===== config.mk =====
export PLATFORM = sky130hd
export DESIGN_NAME = vrs_rot_cell
export DESIGN_NICKNAME = d
export VERILOG_FILES = /design/src/design/vrs_pkg.sv /design/src/design/vrs_rot_cell.sv
export SDC_FILE = /design/constraint.sdc
export NUM_CORES = 2
export LEC_CHECK = 0
export BUFFER_PORTS_ARGS = -buffer_cell sky130_fd_sc_hd__buf_2
export CORE_ASPECT_RATIO = 1.2
export CORE_MARGIN = 2
export CORE_UTILIZATION = 50
export CTS_CLUSTER_DIAMETER = 120
export CTS_CLUSTER_SIZE = 28
export DETAILED_ROUTE_END_ITERATION = 8
export GPL_TIMING_DRIVEN = 0
export PLACE_DENSITY = 0.73
export SETUP_SLACK_MARGIN = 0.5
export SLEW_MARGIN = 0
export SYNTH_ARGS = -nofsm -noshare
export SYNTH_HDL_FRONTEND = slang
export SYNTH_SLANG_ARGS = --single-unit
export TNS_END_PERCENT = 1

===== constraint.sdc =====
create_clock -name clock -period 6.9 [get_ports clock]
set_input_delay 1.035 -clock clock [delete_from_list [all_inputs] [get_ports clock]]
set_output_delay 1.035 -clock clock [all_outputs]
set_load 0.02 [all_outputs]

===== src/design/vrs_pkg.sv =====
`default_nettype none
package vrs_pkg;

   localparam int unsigned COORD_W = 16;
   localparam int unsigned TRIG_W = 17;
   localparam int unsigned PROD_W = COORD_W + TRIG_W;
   localparam int unsigned SUM_W = PROD_W + 1;
   localparam int unsigned CSR_INDEX_W = 8;
   localparam int unsigned CSR_DATA_W = 16;

   localparam logic [CSR_INDEX_W-1:0] REG_ANGLE_X = 8'd0;
   localparam logic [CSR_INDEX_W-1:0] REG_ANGLE_Y = 8'd1;
   localparam logic [CSR_INDEX_W-1:0] REG_ANGLE_Z = 8'd2;
   localparam logic [CSR_INDEX_W-1:0] REG_SCALE = 8'd3;

   localparam logic [15:0] SCALE_RESET = 16'd256;
   localparam longint unsigned PI_HALF_Q30 = 64'd1686629713;

   typedef logic signed [COORD_W-1:0] coord_type;
   typedef logic signed [TRIG_W-1:0] trig_type;

   typedef struct packed {
      coord_type p;
      coord_type q;
      coord_type r;
      logic last;
   } vec_type;

   function automatic logic [14:0] sine_from_x(longint unsigned x);
      longint unsigned term;
      longint sum;
      longint rnd;
      term = x;
      sum = longint'(x);
      for (int k = 1; k <= 7; k++) begin
         term = (term * x) >> 30;
         term = (term * x) >> 30;
         case (k)
            1: term = term / 6;
            2: term = term / 20;
            3: term = term / 42;
            4: term = term / 72;
            5: term = term / 110;
            6: term = term / 156;
            default: term = term / 210;
         endcase
         if ((k % 2) == 1) begin
            sum = sum - longint'(term);
         end else begin
            sum = sum + longint'(term);
         end
      end
      if (sum < 0) begin
         sum = 0;
      end
      rnd = (sum + 32768) >>> 16;
      if (rnd > 16384) begin
         rnd = 16384;
      end
      return rnd[14:0];
   endfunction

   function automatic coord_type sat16(logic signed [SUM_W-1:0] v);
      if (v > $signed(SUM_W'(32767))) begin
         return 16'sh7FFF;
      end else if (v < -$signed(SUM_W'(32768))) begin
         return 16'sh8000;
      end
      return v[COORD_W-1:0];
   endfunction

endpackage
`default_nettype wire


===== src/design/vrs_rot_cell.sv =====
`default_nettype none
module vrs_rot_cell (
   input wire logic clock,
   input wire logic reset,
   input wire logic in_valid,
   output logic in_ready,
   input wire vrs_pkg::vec_type in_data,
   input wire vrs_pkg::trig_type sin_val,
   input wire vrs_pkg::trig_type cos_val,
   output logic out_valid,
   input wire logic out_ready,
   output vrs_pkg::vec_type out_data
);

   logic v1_ff;
   logic v2_ff;
   logic adv1;
   logic adv2;
   logic signed [vrs_pkg::PROD_W-1:0] pc_ff, ps_ff, qc_ff, qs_ff;
   vrs_pkg::coord_type r1_ff;
   logic last1_ff;
   vrs_pkg::vec_type out_ff;
   logic signed [vrs_pkg::SUM_W-1:0] np_sum, nq_sum;

   assign adv2 = !v2_ff || out_ready;
   assign adv1 = !v1_ff || adv2;
   assign in_ready = adv1;
   assign out_valid = v2_ff;
   assign out_data = out_ff;

   always_comb begin
      np_sum = vrs_pkg::SUM_W'(pc_ff) - vrs_pkg::SUM_W'(qs_ff) + vrs_pkg::SUM_W'(8192);
      nq_sum = vrs_pkg::SUM_W'(qc_ff) + vrs_pkg::SUM_W'(ps_ff) + vrs_pkg::SUM_W'(8192);
   end

   always_ff @(posedge clock) begin
      if (reset) begin
         v1_ff <= 1'b0;
         v2_ff <= 1'b0;
      end else begin
         if (adv1) begin
            v1_ff <= in_valid;
         end
         if (adv2) begin
            v2_ff <= v1_ff;
         end
      end
      if (adv1) begin
         pc_ff <= in_data.p * cos_val;
         ps_ff <= in_data.p * sin_val;
         qc_ff <= in_data.q * cos_val;
         qs_ff <= in_data.q * sin_val;
         r1_ff <= in_data.r;
         last1_ff <= in_data.last;
      end
      if (adv2) begin
         out_ff.p <= vrs_pkg::sat16(np_sum >>> 14);
         out_ff.q <= vrs_pkg::sat16(nq_sum >>> 14);
         out_ff.r <= r1_ff;
         out_ff.last <= last1_ff;
      end
   end

endmodule
`default_nettype wire


Word level (Yosys, flattened, before mapping)
Index checks and enable logic that the tools add are counted.
{ "classes": {"n_addsub": 4, "mul": 4, "n_lt_le_gt_ge": 4, "muxes": 12, "n_reduce_logical": 4} }
{ "op_table": {"columns": ["cell", "n"], "rows": [
  ["$mul A16 B17 Y33", 4],
  ["$mux W16", 6],
  ["$add A34 B15 Y34 const B", 2],
  ["$gt A20 B16 Y1 const B", 2],
  ["$lt A20 B16 Y1 const B", 2],
  ["$add A33 B33 Y34", 1],
  ["$sub A33 B33 Y34", 1],
  ["$mux W1", 6],
  ["$logic_not A1 Y1", 2],
  ["$logic_or A1 B1 Y1", 2]
]} }
{ "totals": {"regBits": 200, "in_bits": 87, "out_inout_bits": 51} }

Longest topological paths before layout
{ "depth": {"depth_word": 7, "ltp_mapped": 25, "mapped_depth_nobuf": 24} }

Worst setup path after synthesis
Ideal clock, no wire load.
{ "synth_path": {"kind": "input-to-reg", "start": "in in_data[26] (netlist bit)", "end": "reg qc_ff[31] (netlist bit) (data pin)", "setup_ns": 0.258, "t_arrival_ns": 6.936, "path_slack_ns": -0.294, "cell_stages": 25, "cell_sequence": "clkbuf_1 > clkbuf_1 > nand2_1 > fa_1 > inv_1 > fa_1 > inv_1 > fa_1 > inv_1 > fa_1 > fa_1 > inv_1 > fa_1 > inv_1 > ha_1 > and3_1 > a31o_2 > a211o_1 > a31oi_1 > o21ai_1 > a2111oi_1 > o21ai_1 > a31o_2 > a21oi_1 > xnor2_1"} }
{ "synth_via": {"elab_chain_len": 1} }
{ "synth_rtl": {"columns": ["item", "line", "text"], "rows": [
  ["start, declared", "vrs_rot_cell.sv:7", "input wire vrs_pkg::vec_type in_data,"],
  ["$mul A16 B17 Y33", "vrs_rot_cell.sv:51", "qc_ff <= in_data.q * cos_val;"],
  ["end signal, assigned", "vrs_rot_cell.sv:51", null],
  ["end, declared", "vrs_rot_cell.sv:19", "logic signed [vrs_pkg::PROD_W-1:0] pc_ff, ps_ff, qc_ff, qs_ff;"]
]} }
No other way between the ends.
A chain may end at the register's enable or synchronous reset.

Final worst setup path
{ "layout_path": {"start": "in in_data[47] (netlist bit)", "end": "reg ps_ff[31] (netlist bit) (data pin)"} }
{ "layout_via": {"elab_chain_len": 1} }
{ "layout_rtl": {"columns": ["item", "line", "text"], "rows": [
  ["$mul A16 B17 Y33", "vrs_rot_cell.sv:50", "ps_ff <= in_data.p * sin_val;"],
  ["end signal, assigned", "vrs_rot_cell.sv:50", null],
  ["end, declared", "vrs_rot_cell.sv:19", null]
]} }
No other way between the ends.

==> results.cfg <==
[die]
dieArea_mm2 = 0.104
num_io_pins = 138
initial_core_util = 0.506
core_area_mm2 = 0.100
rows = 127
die_h_um = 353
die_w_um = 295

[critical_path]
cp.required_ns = 7.15
crit_path_end_kind = flip-flop
rrSetupSlack_ns = 2.79
reg2reg_from = pc_ff[6]
r2r_cells = 13
critPathLaunch = in_data[47]
path_class = primary input to flip-flop
r2r-end = out_data[44]
endpoint = ps_ff[31]
cp.arrival_ns = 7.07
critPathMaxFanout = 10
cp-start-kind = primary input

[global_routing]
grt_max_degree = 68
grt_use_total = 0.320
grt_pass1_wl_um = 241000
antenna_found_initial = 24
grt_overflow = 0
grt_pass1_vias = 40134

[logic_synthesis]
syn_nets = 6863
yosys-top-cells-count = 1254 x inv_1, 1104 x fa_1, 569 x nand2_1, 521 x and2_1, 462 x ha_1
yosys.area.top_type = fa_1
synth.distinct_cells = 76
synth_area_leaders = fa_1 44%, edfxtp_1 12%, ha_1 11%, inv_1 9.3%, and2_1 6.4%
yosysSeqAreaShare = 0.118
synth_warnings = 0
synth_top_area_frac = 0.436
post_synth_xor_area_fraction = 0.0297
syn_area_mm2 = 0.0506
syn_inst = 5210
synthMuxAreaShare = 0.000198
synth_most_common_cell = inv_1
ys.flop_type = edfxtp_1
synth-seq-cells = 200
yosys.area_share.adder = 0.551
synthArstFlopShare = 0
synth_compound_area_frac = 0.0608
synth-edff-count = 198
syn_avg_cell_area_um2 = 9.72
synth_top_family_by_area = adder cells
synth-simple-area-share = 0.132

[detailed_routing]
routed_wirelength_um = 161000
routed_via_density = 5.64
first_pass_iters = 6
wl_met3_um = 13800
routed-via-count = 37925
drt-met1-wl_um = 59600
drc = 0
ant_nets = 0
drt_iter0_drc = 2955
wl_met2_um = 75700
highest_layer = met5
wl_per_cell_um = 23.9

[sta]
min_period_ns = 6.82
post-route-period-util = 0.989
slew_headroom = 0.419
rsz0062_at_grt = yes
finClkSkew_ns = 0.0180
hold_violations = 0
final-setup-viol-count = 0
fmax_ghz = 0.147
worstMarginPinSlew_ns = 0.872
slew_viol_final = 0

[finish]
drive_gt1_frac = 0.101
syn_to_final_growth_pct = 12.2
layout.nets = 7049
final_area_mm2 = 0.0568

[clock_network]
htreeDepth = 4
cts-root-buf = clkbuf_16
numCtsBuffers = 17
ctsLongestPathBuffers = 2
clock_latency_ns = 0.52
cts_tree = yes
cts-hold-fix-buffers = 0
path_clk_slew_ns = 0.08
clock_sinks = 200

[placed_design]
postPlaceCellArea_mm2 = 0.0532
gp_congestion = 1.04
io_buffer_count = 135
dp.final_hpwl_um = 133000

[status]
status = finished, final reports clean

[run]
cap_violations = 0

[hold_path]
worstHoldPathType = flip-flop to flip-flop
[final cells by class]
type                    instances  area [um^2]
repair buffers                167         1180
clock buffers                  18          429
plain buffers                 207         2640
fillers                      8636        43300
inverters                    1256         4730
multi-input cells            3547        39900
diodes                         22         55.1
clock inverters                14          226
flip-flops and latches        200         5990
well taps                    1290         1610
[through the flow]
stage	hold slack [ns]	std cells	TNS [ns]	utilization	worst slack (ns)
after global routing	0.431	6704	-0.219	0.567	-0.0797
after global placement	0.400	6635	-70.79	0.531	-1.84
after detailed placement	0.406	6638	-72.86	0.532	-1.85
after CTS	0.426	6694	0	0.562	0.132
final	0.424	6721	0	0.567	0.0777
after floorplan	0.400	5210	0	-	0.106
[worst max-delay path, stage by stage]
cell	delay [ns]
buf_2	0.29
clkbuf_2	0.38
and2_1	0.21
fa_1	0.43
fa_1	0.54
fa_1	0.46
fa_1	0.43
fa_1	0.52
inv_1	0.05
fa_1	0.47
inv_1	0.04
ha_1	0.32
a21oi_1	0.14
o21ai_1	0.14
o21ai_1	0.15
o211ai_1	0.16
a31oi_2	0.26
o21ai_2	0.12
o41a_1	0.37
a311oi_2	0.36
xnor2_2	0.16
[logic make-up (layout without fill, tap and decap cells)]
group                    after synthesis  count (layout)
AND/OR/NAND/NOR                     1344            1344
multiplexers                           1               1
adder cells (fa/ha/maj)             1566            1566
AO/OA/AOI/OAI                        464             464
buffers and inverters               1463            1662
flip-flops                           200             200
XOR/XNOR                             172             172
other                                  0              22
[what timing repair did]
action,in CTS,in global routing
gates cloned,1,0
resized for setup,577,148
setup endpoints to repair,81,62
buffers inserted,23,5
pin swaps,38,43
[per-layer routing]
layer,global-route usage,vias to the layer above
met5,0,-
met4,0.201,6
met3,0.0675,501
met2,0.513,1803
met1,0.393,19503
li1,-,16112
[layout by cell type (no fill, tap or decap), types with 105 or more instances in the layout]
cell,Yosys,routed
buf_2,2,105
fa_1,1104,1090
edfxtp_1,198,198
nand2_1,569,566
a21oi_1,135,116
inv_1,1254,1247
nor2_1,109,107
xnor2_1,125,111
ha_1,462,438
and2_1,521,514
[registers in the layout, indices dropped and copies added (netlist names)]
name,cells
last1_ff,1
out_data,49
out_valid,1
pc_ff,33
ps_ff,33
qc_ff,33
qs_ff,33
r1_ff,16
v1_ff,1
[how the worst min path moves through the flow]
| stage | start | to | slack (ns) | cells after the start |
|---|---|---|---|---|
| after global placement | r1_ff[7] | out_data[8] | 0.40 | 0 |
| final | r1_ff[7] | out_data[8] | 0.42 | 0 |
| after detailed placement | r1_ff[7] | out_data[8] | 0.41 | 0 |
| after floorplan | last1_ff | out_data[0] | 0.40 | 0 |
| after CTS | r1_ff[7] | out_data[8] | 0.43 | 0 |
| after global routing | r1_ff[11] | out_data[12] | 0.43 | 0 |
Power is not shown: default switching activity piles up to over one toggle a cycle in this logic, so the estimate is an artifact.
